File: src/hdl/ocu_pkg.sv
package ocu_pkg;

  localparam int CORDIC_STEPS_DEF = 16;
  localparam int CORDIC_MAX       = 24;

  localparam logic [2:0] REG_SENS        = 3'd0;
  localparam logic [2:0] REG_YAW_SPEED   = 3'd1;
  localparam logic [2:0] REG_PITCH_SPEED = 3'd2;
  localparam logic [2:0] REG_PITCH_MIN   = 3'd3;
  localparam logic [2:0] REG_PITCH_MAX   = 3'd4;
  localparam logic [2:0] REG_DISTANCE    = 3'd5;
  localparam logic [2:0] REG_HEIGHT_OFS  = 3'd6;
  localparam logic [2:0] REG_LOOK_OFS    = 3'd7;

  localparam logic signed [16:0] HALF_PI_Q13 = 17'sd12868;
  localparam logic signed [16:0] PI_Q13      = 17'sd25736;
  localparam logic signed [16:0] TWO_PI_Q13  = 17'sd51472;

  typedef struct packed {
    logic start_sqrt;
    logic start_div;
  } sqdiv_ctl_t;

  function automatic logic [30:0] atan_q30(input logic [4:0] i);
    logic [30:0] v;
    case (i)
      5'd0:    v = 31'd843314857;
      5'd1:    v = 31'd497837829;
      5'd2:    v = 31'd263043837;
      5'd3:    v = 31'd133525159;
      5'd4:    v = 31'd67021687;
      5'd5:    v = 31'd33543516;
      5'd6:    v = 31'd16775851;
      5'd7:    v = 31'd8388437;
      5'd8:    v = 31'd4194283;
      5'd9:    v = 31'd2097149;
      5'd10:   v = 31'd1048576;
      5'd11:   v = 31'd524288;
      5'd12:   v = 31'd262144;
      5'd13:   v = 31'd131072;
      5'd14:   v = 31'd65536;
      5'd15:   v = 31'd32768;
      5'd16:   v = 31'd16384;
      5'd17:   v = 31'd8192;
      5'd18:   v = 31'd4096;
      5'd19:   v = 31'd2048;
      5'd20:   v = 31'd1024;
      5'd21:   v = 31'd512;
      5'd22:   v = 31'd256;
      5'd23:   v = 31'd128;
      default: v = 31'd0;
    endcase
    return v;
  endfunction

  function automatic logic signed [31:0] sat32(input logic signed [34:0] v);
    logic signed [31:0] r;
    if (v > 35'sd2147483647) r = 32'sh7fffffff;
    else if (v < -35'sd2147483648) r = 32'sh80000000;
    else r = v[31:0];
    return r;
  endfunction

  function automatic logic signed [15:0] sat16(input logic signed [34:0] v);
    logic signed [15:0] r;
    if (v > 35'sd32767) r = 16'sh7fff;
    else if (v < -35'sd32768) r = 16'sh8000;
    else r = v[15:0];
    return r;
  endfunction

endpackage

File: src/hdl/ocu_sqdiv.sv
module ocu_sqdiv
  import ocu_pkg::*;
(
  input  logic        clk,
  input  logic        rst,
  input  sqdiv_ctl_t  ctl,
  input  logic [53:0] rad,
  input  logic [56:0] num,
  input  logic [26:0] den,
  output logic [33:0] res,
  output logic        done
);

  logic        busy;
  logic        is_div;
  logic [5:0]  cnt;
  logic [57:0] acc;
  logic [53:0] rq;
  logic [59:0] sh;
  logic [53:0] trial;
  logic        ge_sq, ge_dv;

  assign trial = rq + sh[53:0];
  assign ge_sq = {4'b0, trial} <= acc;
  assign ge_dv = sh <= {2'b0, acc};

  always_ff @(posedge clk) begin
    if (rst) begin
      busy <= 1'b0;
      done <= 1'b0;
      cnt  <= '0;
    end else begin
      done <= busy && !ctl.start_sqrt && !ctl.start_div && (cnt == 6'd1);
      if (ctl.start_sqrt) begin
        busy   <= 1'b1;
        is_div <= 1'b0;
        cnt    <= 6'd27;
        acc    <= {4'b0, rad};
        rq     <= '0;
        sh     <= 60'd1 << 52;
      end else if (ctl.start_div) begin
        busy   <= 1'b1;
        is_div <= 1'b1;
        cnt    <= 6'd34;
        acc    <= {1'b0, num} + {32'b0, den[26:1]};
        rq     <= '0;
        sh     <= {den, 33'b0};
      end else if (busy) begin
        if (!is_div) begin
          if (ge_sq) begin
            acc <= acc - {4'b0, trial};
            rq  <= (rq >> 1) + sh[53:0];
          end else begin
            rq <= rq >> 1;
          end
          sh <= sh >> 2;
        end else begin
          if (ge_dv) acc <= acc - sh[57:0];
          rq <= {rq[52:0], ge_dv};
          sh <= sh >> 1;
        end
        cnt <= cnt - 1'b1;
        if (cnt == 6'd1) begin
          busy <= 1'b0;
        end
      end
    end
  end

  assign res = rq[33:0];

endmodule

File: config.mk
export PLATFORM = sky130hd
export DESIGN_NAME = ocu_sqdiv
export DESIGN_NICKNAME = d
export VERILOG_FILES = /design/src/hdl/ocu_pkg.sv /design/src/hdl/ocu_sqdiv.sv
export SDC_FILE = /design/constraint.sdc
export NUM_CORES = 1
export LEC_CHECK = 0
export BUFFER_PORTS_ARGS = -buffer_cell sky130_fd_sc_hd__buf_2
export CORE_AREA = 2 2 156 311
export DETAILED_ROUTE_END_ITERATION = 8
export DIE_AREA = 0 0 158 313
export GPL_TIMING_DRIVEN = 0
export PLACE_DENSITY = 0.76
export SKIP_LAST_GASP = 1
export SYNTH_ARGS = -nofsm -noshare
export SYNTH_HDL_FRONTEND = slang
export SYNTH_SLANG_ARGS = --single-unit
File: constraint.sdc
create_clock -name clk -period 8.9 [get_ports clk]
set_input_delay 0.445 -clock clk [delete_from_list [all_inputs] [get_ports clk]]
set_output_delay 0.445 -clock clk [all_outputs]
set_load 0.03 [all_outputs]
==> flow_summary.yaml <==
run_status:
  status: "finished with violations"
  violations: "capacitance limit"
critical_path:
  crit_type: "register to register"
  r2r_cells: 24
  crit_path_end_kind: "register"
  critPathRequiredTime_ns: 9.09
  critPathLaunchType: "register"
  cp.arrival_ns: 8.75
  cp_max_fo: 21
pwr:
  total_power_mw: 4.89
  ir_drop_v: 0.000140
  cellLeakagePower_nw: 12.7
  powerDensity_nw_per_um2: 174
placed_design:
  postPlaceCellArea_um2: 27500
  port_buffers: 174
  dp_hpwl_um: 79900
  routabilityCongestion: 1.05
  dp_slack_ns: 0.618
  dp.cells: 4070
logic_synthesis:
  synth_fp_nets: 3711
  synth_area_leader_cell: "edfxtp_1"
  async_flop_share_pct: 0
  syn_area_um2: 25700
  synth.area.top_cells: "edfxtp_1 (20%), ha_1 (15%), a21oi_1 (7.1%), a21o_1 (5.5%), xnor2_1 (5.2%)"
  synth-seq-cells: 181
  synth_top_flop_cell: "edfxtp_1"
  avgSynthCellArea_um2: 7.89
  synthCells: 3261
  netlist.area_leader.share_pct: 20.2
  synth_warnings: 0
  ys_seq_area_share_pct: 20.8
  synth.distinct_cells: 95
  synth-edff-count: 173
die:
  dieArea_um2: 49500
  die_h_um: 313
  io_pins: 177
  die-width_um: 158
  rows: 113
  core_um2: 47200
  initial_core_util_pct: 54.5
timing:
  rsz0062_at_grt: "no"
  fin_crit_ns: 8.56
  setup_viol: 0
  fin_ws_ns: 0.342
  slew_headroom_pct: 1.49
  worstMarginPinSlew_ns: 1.46
  hold_viol: 0
  finalClockSkew_ns: 0.0207
  max_freq_mhz: 117
  maxSlewViolCount: 0
  hold_slack_ns: 0.245
  fin_crit_sh_pct: 96.2
  setup_tns_ns: 0
clock_tree:
  post_cts_resized: 0
  post_cts_buffers: 0
  cts_tree: "built"
  clockBufferDepth: 2
  clk_pin_slew_ns: 0.08
  clock_sinks: 181
  insertion_delay_ns: 0.49
  hold_buffers: 0
  numCtsBuffers: 17
  h-tree-depth: 4
  root_buffer: "clkbuf_16"
final_layout:
  fin_util_pct: 59.5
  finalNonFillerCells: 4105
  design_area_um2: 28100
  area_growth_pct: 9.27
  drive_gt1_share_pct: 9.19
  nNetsFinal: 3908
detailed_routing:
  via_per_inst: 6.45
  wl_per_cell_um: 24.0
  drtPass1Iterations: 6
  drcViolationCount: 0
  drt_iter0_drc: 2677
  vias: 26500
  routed_wl_um: 98600
  drtAntennaViolNets: 0
worst_hold_path:
  hold_class: "input pin to register"
  hold_depth: 2
grt:
  grt_pass1_vias: 25500
  grt_max_degree: 87
  grt_util_all_layers_pct: 39.3
  grt_first_pass_wirelength_um: 146000
  antenna_found_initial: 1
  grt_overflow: 0
job:
  maxCapViolations: 1
-- worst max-delay path, stage by stage, from the launching register on --
cell and delay, ns:
edfxtp_1 0.51, ha_1 0.30, fa_1 0.41, a21oi_1 0.15, nor2b_1 0.08, a311oi_1 0.72
o21ai_2 0.27, a2111oi_1 0.75, o2bb2ai_1 0.31, o21ai_1 0.24, a211o_1 0.31, a21oi_1 0.19
xor2_1 0.10, ha_1 0.28, clkbuf_1 0.35, nand2_1 0.17, nor3_1 0.55, nand3_1 0.36
nand2b_1 0.27, o21ai_1 0.28, a211oi_4 0.16, buf_6 0.24, or2_2 0.32, a31oi_4 0.63
buf_12 0.27
-- report_power, final --
group          switching [mW]  internal [mW]  total [mW]
Sequential              0.126           1.03        1.16
Clock                   0.440          0.395       0.835
Combinational            1.82           1.07        2.89
-- state kept, by name (all words and copies together), names as in the netlist --
register  count
acc          58
busy          1
cnt           6
done          1
is_div        1
rq           54
sh           60
-- kinds of logic (layout without fill, tap and decap cells) --
family / Yosys count / in the layout / share of synthesized area, %
AOI/OAI and AO/OA: 1154 / 1154 / 29.0
adders and majority gates: 308 / 308 / 15.1
xor gates and xnor gates: 249 / 249 / 8.48
other: 0 / 2 / 0
muxes: 107 / 107 / 4.17
and+or+nand+nor: 866 / 866 / 15.9
DFF: 181 / 181 / 20.8
buffers and inverters: 396 / 606 / 6.56
-- synthesized netlist by cell type (16+ instances only) --
| library cell | n |
|---|---|
| a31oi_1 | 38 |
| ha_1 | 303 |
| a21o_1 | 188 |
| nand2_1 | 242 |
| nand4_1 | 60 |
| nor2b_1 | 28 |
| a21oi_1 | 367 |
| xnor2_1 | 153 |
| and2_1 | 25 |
| buf_2 | 22 |
| clkbuf_1 | 119 |
| nand2b_1 | 25 |
| o22ai_1 | 22 |
| o21bai_1 | 32 |
| and3_1 | 45 |
| nand3_1 | 64 |
| edfxtp_1 | 173 |
| o21ai_0 | 186 |
| o21a_1 | 28 |
| xor2_1 | 96 |
| a221oi_1 | 19 |
| a211oi_1 | 50 |
| buf_4 | 36 |
| mux2i_1 | 105 |
| and4_1 | 16 |
| o21ai_1 | 33 |
| o211ai_1 | 26 |
| inv_1 | 199 |
| nor3_1 | 39 |
| nor2_1 | 271 |
-- cell type report --
class	instances	area, um2
fill	4545	19100
multi-input combinational	2684	18700
sequential	181	5360
timing repair buffer	178	957
buffer	196	937
tap	632	791
inverter	200	756
clock buffer	18	450
clock inverter	14	161
antenna	2	5.00
-- per-layer routing --
metal,up-vias,wire length [um],GRT usage (%)
li1,12400,-,-
met1,12400,37200,46.9
met2,1365,45500,64.7
met3,354,7540,4.62
met4,0,8350,27.9
met5,-,0,0
-- cell usage in the layout, fill, tap and decap left out, drive strengths merged, types with 14 or more instances in the layout --
cell type / n
o21a: 28
and2: 25
nor2: 271
clkbuf: 138
a21o: 188
o21ai: 220
nand4: 60
and3: 45
a21boi: 14
edfxtp: 173
o21bai: 32
inv: 207
o22ai: 22
nand2: 242
xnor2: 153
a31oi: 39
xor2: 96
a21oi: 371
o31ai: 16
mux2i: 105
a211oi: 53
nand3: 64
nor2b: 28
a221oi: 19
nor3: 39
nand2b: 25
ha: 303
and4: 16
buf: 254
o211ai: 27
-- worst paths after layout --
kind,startpoint,end,slack (ns)
worst min-delay path,rad[0],acc[0],0.24
worst max-delay path,rq[0],acc[52],0.34
worst max register to register,rq[0],acc[52],0.34
worst min register to register,cnt[1],cnt[1],0.58
Note: power is estimated with default switching activity, not from simulation.
