[src/hdl/ocu_pkg.sv]
package ocu_pkg;

  localparam int CORDIC_STEPS_DEF = 16;
  localparam int CORDIC_MAX       = 24;

  localparam logic [2:0] REG_SENS        = 3'd0;
  localparam logic [2:0] REG_YAW_SPEED   = 3'd1;
  localparam logic [2:0] REG_PITCH_SPEED = 3'd2;
  localparam logic [2:0] REG_PITCH_MIN   = 3'd3;
  localparam logic [2:0] REG_PITCH_MAX   = 3'd4;
  localparam logic [2:0] REG_DISTANCE    = 3'd5;
  localparam logic [2:0] REG_HEIGHT_OFS  = 3'd6;
  localparam logic [2:0] REG_LOOK_OFS    = 3'd7;

  localparam logic signed [16:0] HALF_PI_Q13 = 17'sd12868;
  localparam logic signed [16:0] PI_Q13      = 17'sd25736;
  localparam logic signed [16:0] TWO_PI_Q13  = 17'sd51472;

  typedef struct packed {
    logic start_sqrt;
    logic start_div;
  } sqdiv_ctl_t;

  function automatic logic [30:0] atan_q30(input logic [4:0] i);
    logic [30:0] v;
    case (i)
      5'd0:    v = 31'd843314857;
      5'd1:    v = 31'd497837829;
      5'd2:    v = 31'd263043837;
      5'd3:    v = 31'd133525159;
      5'd4:    v = 31'd67021687;
      5'd5:    v = 31'd33543516;
      5'd6:    v = 31'd16775851;
      5'd7:    v = 31'd8388437;
      5'd8:    v = 31'd4194283;
      5'd9:    v = 31'd2097149;
      5'd10:   v = 31'd1048576;
      5'd11:   v = 31'd524288;
      5'd12:   v = 31'd262144;
      5'd13:   v = 31'd131072;
      5'd14:   v = 31'd65536;
      5'd15:   v = 31'd32768;
      5'd16:   v = 31'd16384;
      5'd17:   v = 31'd8192;
      5'd18:   v = 31'd4096;
      5'd19:   v = 31'd2048;
      5'd20:   v = 31'd1024;
      5'd21:   v = 31'd512;
      5'd22:   v = 31'd256;
      5'd23:   v = 31'd128;
      default: v = 31'd0;
    endcase
    return v;
  endfunction

  function automatic logic signed [31:0] sat32(input logic signed [34:0] v);
    logic signed [31:0] r;
    if (v > 35'sd2147483647) r = 32'sh7fffffff;
    else if (v < -35'sd2147483648) r = 32'sh80000000;
    else r = v[31:0];
    return r;
  endfunction

  function automatic logic signed [15:0] sat16(input logic signed [34:0] v);
    logic signed [15:0] r;
    if (v > 35'sd32767) r = 16'sh7fff;
    else if (v < -35'sd32768) r = 16'sh8000;
    else r = v[15:0];
    return r;
  endfunction

endpackage

[src/hdl/ocu_cordic.sv]
module ocu_cordic
  import ocu_pkg::*;
#(
  parameter int STEPS = CORDIC_STEPS_DEF
) (
  input  logic               clk,
  input  logic               rst,
  input  logic               start,
  input  logic signed [31:0] x_in,
  input  logic signed [31:0] y_in,
  input  logic signed [16:0] ang_in,
  output logic signed [31:0] x_out,
  output logic signed [31:0] y_out,
  output logic               done
);

  localparam int N  = (STEPS > CORDIC_MAX) ? CORDIC_MAX : STEPS;
  localparam int IW = (N > 1) ? $clog2(N) : 1;

  logic               busy;
  logic [IW-1:0]      i;
  logic signed [31:0] x, y;
  logic signed [33:0] z;
  logic               flip;
  logic signed [16:0] angf;
  logic signed [31:0] dx, dy;
  logic signed [33:0] at;

  assign flip = (ang_in > HALF_PI_Q13) || (ang_in < -HALF_PI_Q13);
  assign angf = !flip ? ang_in : ((ang_in > 17'sd0) ? ang_in - PI_Q13 : ang_in + PI_Q13);
  assign dx   = y >>> i;
  assign dy   = x >>> i;
  assign at   = {3'b000, atan_q30(5'(i))};

  always_ff @(posedge clk) begin
    if (rst) begin
      busy <= 1'b0;
      done <= 1'b0;
      i    <= '0;
    end else begin
      done <= busy && !start && (i == IW'(N - 1));
      if (start) begin
        busy <= 1'b1;
        i    <= '0;
        x    <= flip ? -x_in : x_in;
        y    <= flip ? -y_in : y_in;
        z    <= {angf, 17'b0};
      end else if (busy) begin
        if (!z[33]) begin
          x <= x - dx;
          y <= y + dy;
          z <= z - at;
        end else begin
          x <= x + dx;
          y <= y - dy;
          z <= z + at;
        end
        if (i == IW'(N - 1)) begin
          busy <= 1'b0;
        end else begin
          i <= i + 1'b1;
        end
      end
    end
  end

  assign x_out = x;
  assign y_out = y;

endmodule

[config.mk]
export PLATFORM = sky130hd
export DESIGN_NAME = ocu_cordic
export DESIGN_NICKNAME = d
export VERILOG_FILES = /design/src/hdl/ocu_pkg.sv /design/src/hdl/ocu_cordic.sv
export SDC_FILE = /design/constraint.sdc
export NUM_CORES = 1
export LEC_CHECK = 0
export BUFFER_PORTS_ARGS = -buffer_cell sky130_fd_sc_hd__buf_4
export CAP_MARGIN = 20
export CORE_ASPECT_RATIO = 1.75
export CORE_MARGIN = 3
export CORE_UTILIZATION = 55
export DETAILED_ROUTE_END_ITERATION = 12
export PLACE_DENSITY = 0.76
export RECOVER_POWER = 100
export SLEW_MARGIN = 5
export SYNTH_ARGS = -nofsm -noshare
export SYNTH_HDL_FRONTEND = slang
export SYNTH_SLANG_ARGS = --single-unit
export TNS_END_PERCENT = 50
[constraint.sdc]
create_clock -name clk -period 6.5 [get_ports clk]
set_input_delay 1.3 -clock clk [delete_from_list [all_inputs] [get_ports clk]]
set_output_delay 1.3 -clock clk [all_outputs]
set_load 0.01 [all_outputs]
==> run_results.csv, run 1 <==
group,metric,value,unit
critical_path,crit_buf_inv,1,
worst_hold_path,hp-class,"flip-flop to flip-flop",
routing,dr.pass1.iters,7,
logic_synthesis,yosys_register_bits,132,
worst_hold_path,hold_end,"done",
critical_path,worstPathRequired,6.73,ns
critical_path,criticalPathCategory,"flip-flop to flip-flop",
logic_synthesis,synth.area.top_cells,"edfxtp_1 17%, ha_1 9.0%, mux4_2 9.0%",
critical_path,cp-end-kind,"flip-flop",
sta,period_needed,5.92,ns
layout,final_net_count,2425,
placement,place.gp.congestion,0.973,
floorplan,row_count,86,
critical_path,crit_arrival,6.16,ns
cts,cts_buffer_depth,2,
logic_synthesis,synth_nets,2335,
power,power,5890,uW
routing,first_iter_violations,977,
layout,drive_above_1_share,12.1,%
routing,vias,16980,
sta,slew_violations,126,
logic_synthesis,synthFlopType,"edfxtp_1",
worst_hold_path,min-delay-start,"busy",
logic_synthesis,synth_warnings,0,
global_route,antenna_found_initial,0,
critical_path,reg2reg_slack,0.58,ns
power,p_per_area,306,mW/mm^2
sta,finClkSkew,0.0175,ns
critical_path,crit_top_cell,"a21oi_1",
cts,insertion_delay,0.46,ns
layout,layout_commonest_cell,"nand2_1",
cts,cts_tree,"built",
layout,layout_common_cells,"225 x nand2_1, 204 x a21oi_1, 188 x nor2_1",
cts,post_cts_buffers,0,
floorplan,io_pins,149,
critical_path,path_max_fanout,33,
floorplan,core_area,0.0315,sq mm
global_route,track_usage,31.0,%
cts,cts_sinks,132,
global_route,overflow,0,
cts,cts_buffers,17,
critical_path,max_stage_delay,0.79,ns
routing,antenna_left,0,
critical_path,crit_start,"i[2]",
logic_synthesis,synthArstFlopShare,0,%
critical_path,slowest_stage,"dfxtp_2",
routing,wl_per_cell,20.8,um
sta,finalHoldViolations,0,
routing,avgViaCountPerCell,6.48,
floorplan,initial_core_util,55.8,%
floorplan,die-width,141,um
layout,stdcell_count,2619,
run,maxCapViolCount,3,
sta,timing.fmax,0.169,GHz
sta,fin_crit_sh,91.1,%
cts,cts_resized,0,
placement,pre_cts_ws,0.704,ns
cts,clockRootBuffer,"clkbuf_16",
logic_synthesis,ys_types,79,
logic_synthesis,syn_area_per_cell,8.30,sq um
floorplan,dieHeight,243,um
critical_path,critPathLaunchType,"flip-flop",
critical_path,r2r_start,"i[2]",
layout,area_growth,9.50,%
sta,relSlewSlack,-59.2,%
floorplan,die-area,0.0343,sq mm
power,leakagePower,0.00770,uW
power,worst_ir_drop_vdd,0.205,mV
critical_path,r2r-end,"y_out[30]",
sta,rsz0062_at_grt,"no",
logic_synthesis,synth_area_leader_cell,"edfxtp_1",
placement,port_buffers,148,
routing,wl,54400,um
sta,setup_viol,0,
layout,diodes,0,
cts,htreeDepth,4,
critical_path,crit_chain,"buf_4, mux4_2, and2_1, a2111oi_0, a22oi_1, and4bb_2, a21oi_1, nor2_1, o21ai_0, xor2_1, ha_1, a21o_1, a211o_1, or2_2, o211ai_1, a21oi_1, o311ai_0",
worst_hold_path,hold_depth,2,
sta,finalSetupTns,0,ns
critical_path,critPathTopFamily,"compound AO/OA/AOI/OAI gates",
routing,drc,0,
status,status,"complete, but fails checks",
logic_synthesis,synth_top_area_share,16.7,%
global_route,grt_pass1_vias,16848,
placement,placed_cells,2586,
logic_synthesis,syn_inst,2120,
logic_synthesis,synth_edf_count,98,
placement,hpwlAfterDp,42600,um
logic_synthesis,synth_seq_area_share,20.6,%
global_route,grt_pass1_wl,85400,um
global_route,grt_max_degree,54,
cts,cts.clk_slew.worst_paths,0.07,ns
sta,tightest_slew,2.39,ns
critical_path,rr_worst_depth,17,
sta,setup_slack,0.576,ns
cts,hold_buffers,0,
logic_synthesis,syn-cell-area,0.0176,sq mm
status,violations,"max-capacitance violations, max-slew violations",
-- worst register-to-register path: cells and delay by family (launching register included) --
family / cells / cell delay, ns
AOI/OAI and AO/OA: 9 / 2.33
and+or+nand+nor: 4 / 1.09
DFF: 1 / 0.79
buffers and inverters: 1 / 0.49
muxes: 1 / 0.40
adders and majority gates: 1 / 0.39
xor gates and xnor gates: 1 / 0.19
-- Yosys cell counts, types with 10 or more instances --
cell      count
a31oi_1      35
nand3_1      38
inv_1        50
o21a_1       20
o31ai_1      28
edfxtp_1     98
dfxtp_1      34
nor2_1      188
nand2b_1     15
o211ai_1     19
a21o_1       41
mux4_2       70
xnor2_1     114
nor3_1       47
o21ai_0     158
a21oi_1     204
xor2_1      120
mux2_2       27
or3_1        22
nor4_1       18
buf_1        21
nor2b_1      21
mux2i_1      48
or2_2        15
nand4_1      13
ha_1        127
buf_2        11
and2_1       21
o21bai_1     19
nand2_1     225
nor3b_1      10
clkbuf_1     60
a211oi_1     23
and3_1       16
-- report_power, final --
part / internal [uW] / switching (uW)
sequential: 1120 / 303
combinational: 1520 / 1970
clock: 550 / 424
-- registers in the layout, summed over array words and instances, names as in the netlist --
name and count:
busy 1, z 34, i 4, at 28, done 1, x_out 32, y_out 32
-- stage by stage --
| stage | hold WS (ns) | util (%) | area (sq um) |
|---|---|---|---|
| 2_1_floorplan | 0.418 | - | 17600 |
| 3_3_place_gp | 0.436 | 60.1 | 19000 |
| 3_5_place_dp | 0.446 | 60.1 | 19000 |
| 4_1_cts | 0.467 | 62.0 | 19500 |
| 5_1_grt | 0.485 | 61.1 | 19300 |
| 6_report | 0.462 | 61.1 | 19300 |
-- logic make-up (layout without fill, tap and decap cells) --
logic type | after synthesis | count (layout) | synth area share [%]
fa+ha+maj | 131 | 131 | 9.49
buf+inv | 150 | 253 | 3.49
simple gates | 688 | 688 | 18.9
mux | 145 | 145 | 13.4
compound gates | 640 | 640 | 22.5
flops | 132 | 132 | 20.6
xor+xnor | 234 | 234 | 11.6
-- layer usage --
| metal | GRT usage, % | routed length, um | vias to the layer above |
|---|---|---|---|
| met5 | 0 | 0 | - |
| met4 | 21.7 | 4370 | 0 |
| met3 | 4.22 | 2560 | 199 |
| met2 | 57.5 | 28700 | 604 |
| met1 | 31.0 | 18800 | 8055 |
| li1 | - | - | 8122 |
-- final cells by class --
type	instances	area, sq um
clock buffers	21	493
clock inverters	11	83.8
fillers	2905	12300
inverters	51	191
multi-input cells	1838	13400
flip-flops and latches	132	3630
well taps	396	495
repair buffers	170	1010
-- how the worst max path moves through the flow --
stage / endpoint / slack [ns] / cells past startpoint
2_1_floorplan: x_out[16] / 1.30 / 25
3_3_place_gp: y_out[30] / 0.85 / 17
3_5_place_dp: y_out[30] / 0.70 / 17
4_1_cts: y_out[30] / 0.63 / 17
5_1_grt: x_out[14] / 0.20 / 6
6_report: y_out[30] / 0.58 / 17
No activity file was read; power rests on OpenSTA's default activity.
==> inputs of run 2 (changes only) <==
==> constraint.sdc (replaced) <==
create_clock -name clk -period 6.5 [get_ports clk]
set_input_delay 0.325 -clock clk [delete_from_list [all_inputs] [get_ports clk]]
set_output_delay 0.325 -clock clk [all_outputs]
set_load 0.01 [all_outputs]
==> run_results.csv, run 2 (same netlist as run 1, synthesis figures left out) <==
group,metric,value,unit
critical_path,crit_buf_inv,0,
critical_path,rr_worst_depth,14,
cts,cts_buffer_depth,2,
layout,largest_register_ffs,34,
global_route,overflow,0,
routing,avgViaCountPerCell,6.52,
global_route,grt_pass1_wl,84900,um
layout,final_util,61.0,%
critical_path,reg2reg_slack,0.45,ns
layout,area_growth,9.36,%
cts,cts.clk_slew.worst_paths,0.06,ns
critical_path,slowest_stage,"nor4b_1",
placement,placed_cells,2583,
sta,period_needed,6.05,ns
floorplan,row_count,86,
power,p_per_area,307,mW/mm^2
critical_path,criticalPathCategory,"flip-flop to flip-flop",
critical_path,crit_arrival,6.13,ns
critical_path,critPathTopFamily,"simple AND/OR/NAND/NOR gates",
routing,wl,54700,um
global_route,track_usage,31.0,%
power,leakagePower,0.00767,uW
sta,rsz0062_at_grt,"no",
floorplan,die-area,0.0343,sq mm
worst_hold_path,min-delay-start,"rst",
critical_path,max_stage_delay,1.28,ns
critical_path,cp-end-kind,"flip-flop",
cts,htreeDepth,4,
power,p_clk_share,16.6,%
sta,tightest_slew,3.33,ns
placement,pre_cts_ws,0.796,ns
status,status,"complete, but fails checks",
critical_path,r2r-end,"z[33]",
floorplan,dieHeight,243,um
layout,diodes,0,
sta,timing.fmax,0.165,GHz
layout,layout_common_cells,"225 x nand2_1, 204 x a21oi_1, 187 x nor2_1",
floorplan,die-width,141,um
worst_hold_path,hold_end,"busy",
critical_path,worstPathRequired,6.58,ns
placement,place.gp.congestion,0.958,
cts,clockRootBuffer,"clkbuf_16",
routing,drc,0,
layout,final_net_count,2422,
critical_path,crit_chain,"or4_1, or4_1, or4_1, or3_1, nor4b_1, a21oi_1, xor2_1, ha_1, and3_1, a21oi_1, a21boi_0, o31ai_1, mux2i_1, a211oi_1",
layout,largest_register,"z",
power,internal_power,3210,uW
power,p_comb_share,59.3,%
cts,cts_buffers,17,
power,p_seq_share,24.1,%
power,netSwitchingFraction,45.7,%
sta,holdWs,0.102,ns
worst_hold_path,hold_depth,2,
worst_hold_path,hp-class,"input port to flip-flop",
critical_path,critPathLaunchType,"flip-flop",
routing,first_iter_violations,1055,
placement,port_buffers,148,
layout,layout_commonest_cell,"nand2_1",
sta,finalHoldViolations,0,
routing,antenna_left,0,
run,maxCapViolCount,5,
status,violations,"max-capacitance violations, max-slew violations",
cts,cts_tree,"built",
critical_path,path_max_fanout,9,
critical_path,r2r_start,"at[13]",
layout,stdcell_count,2616,
sta,relSlewSlack,-122,%
sta,finalSetupTns,0,ns
cts,cts_sinks,132,
power,worst_ir_drop_vdd,0.221,mV
floorplan,io_pins,149,
global_route,grt_pass1_vias,16779,
sta,setup_slack,0.451,ns
sta,setup_viol,0,
placement,hpwlAfterDp,42400,um
global_route,grt_max_degree,77,
floorplan,initial_core_util,55.8,%
cts,cts_resized,0,
sta,fin_crit_sh,93.1,%
critical_path,crit_top_cell,"or4_1",
layout,drive_above_1_share,11.6,%
sta,slew_violations,225,
global_route,antenna_found_initial,0,
sta,finClkSkew,0.0192,ns
cts,insertion_delay,0.46,ns
floorplan,core_area,0.0315,sq mm
routing,dr.pass1.iters,5,
power,net-switching-power,2700,uW
cts,hold_buffers,0,
routing,vias,17061,
routing,wl_per_cell,20.9,um
cts,post_cts_buffers,0,
## run 2: changes by cell type in the layout (fill, tap and decap cells not counted), sizes merged
cell,delta
clkbuf,-1
inv,+1
clkinv,-1
buf,-2
## run 2: worst max-delay path by stage
stage,start,to,slack [ns],depth (start not counted)
6_report,at[13],z[33],0.45,14
5_1_grt,i[2],x_out[31],0.11,19
4_1_cts,i[1],y_out[31],0.78,20
3_5_place_dp,i[2],x_out[31],0.80,19
3_3_place_gp,i[1],y_out[30],0.96,17
2_1_floorplan,start,x_out[0],0.64,5
## run 2: worst register-to-register path, stage by stage, from the launching register on
cell and delay (ns):
dfxtp_1 0.40, or4_1 0.63, or4_1 0.52, or4_1 0.48
or3_1 0.38, nor4b_1 1.28, a21oi_1 0.19, xor2_1 0.22
ha_1 0.36, and3_1 0.19, a21oi_1 0.20, a21boi_0 0.17
o31ai_1 0.34, mux2i_1 0.24, a211oi_1 0.09
## run 2: metal layers
metal | up-vias | global-route usage, % | wire length, um
met5 | - | 0 | 0
met4 | 0 | 21.4 | 4380
met3 | 210 | 4.20 | 2580
met2 | 610 | 57.9 | 29100
met1 | 8129 | 30.9 | 18700
li1 | 8112 | - | -
## run 2: final cells by class
| class | count | area (sq um) |
|---|---|---|
| clock buffers | 21 | 504 |
| clock inverters | 11 | 78.8 |
| fillers | 2933 | 12300 |
| inverters | 51 | 191 |
| multi-input cells | 1838 | 13300 |
| flip-flops and latches | 132 | 3630 |
| well taps | 396 | 495 |
| repair buffers | 167 | 1000 |
## run 2: through the flow
stage,instance area [sq um],total power (uW)
2_1_floorplan,17600,3970
6_report,19200,5910
4_1_cts,19500,5970
3_5_place_dp,19000,4960
3_3_place_gp,19000,4900
5_1_grt,19200,6350
## run 2: power groups by stage
stage / logic [uW] / clock network [uW] / registers, uW
2_1_floorplan: 2670 / 0 / 1300
3_3_place_gp: 3470 / 0 / 1430
3_5_place_dp: 3520 / 0 / 1440
4_1_cts: 3550 / 999 / 1420
5_1_grt: 3890 / 1030 / 1430
6_report: 3500 / 983 / 1430
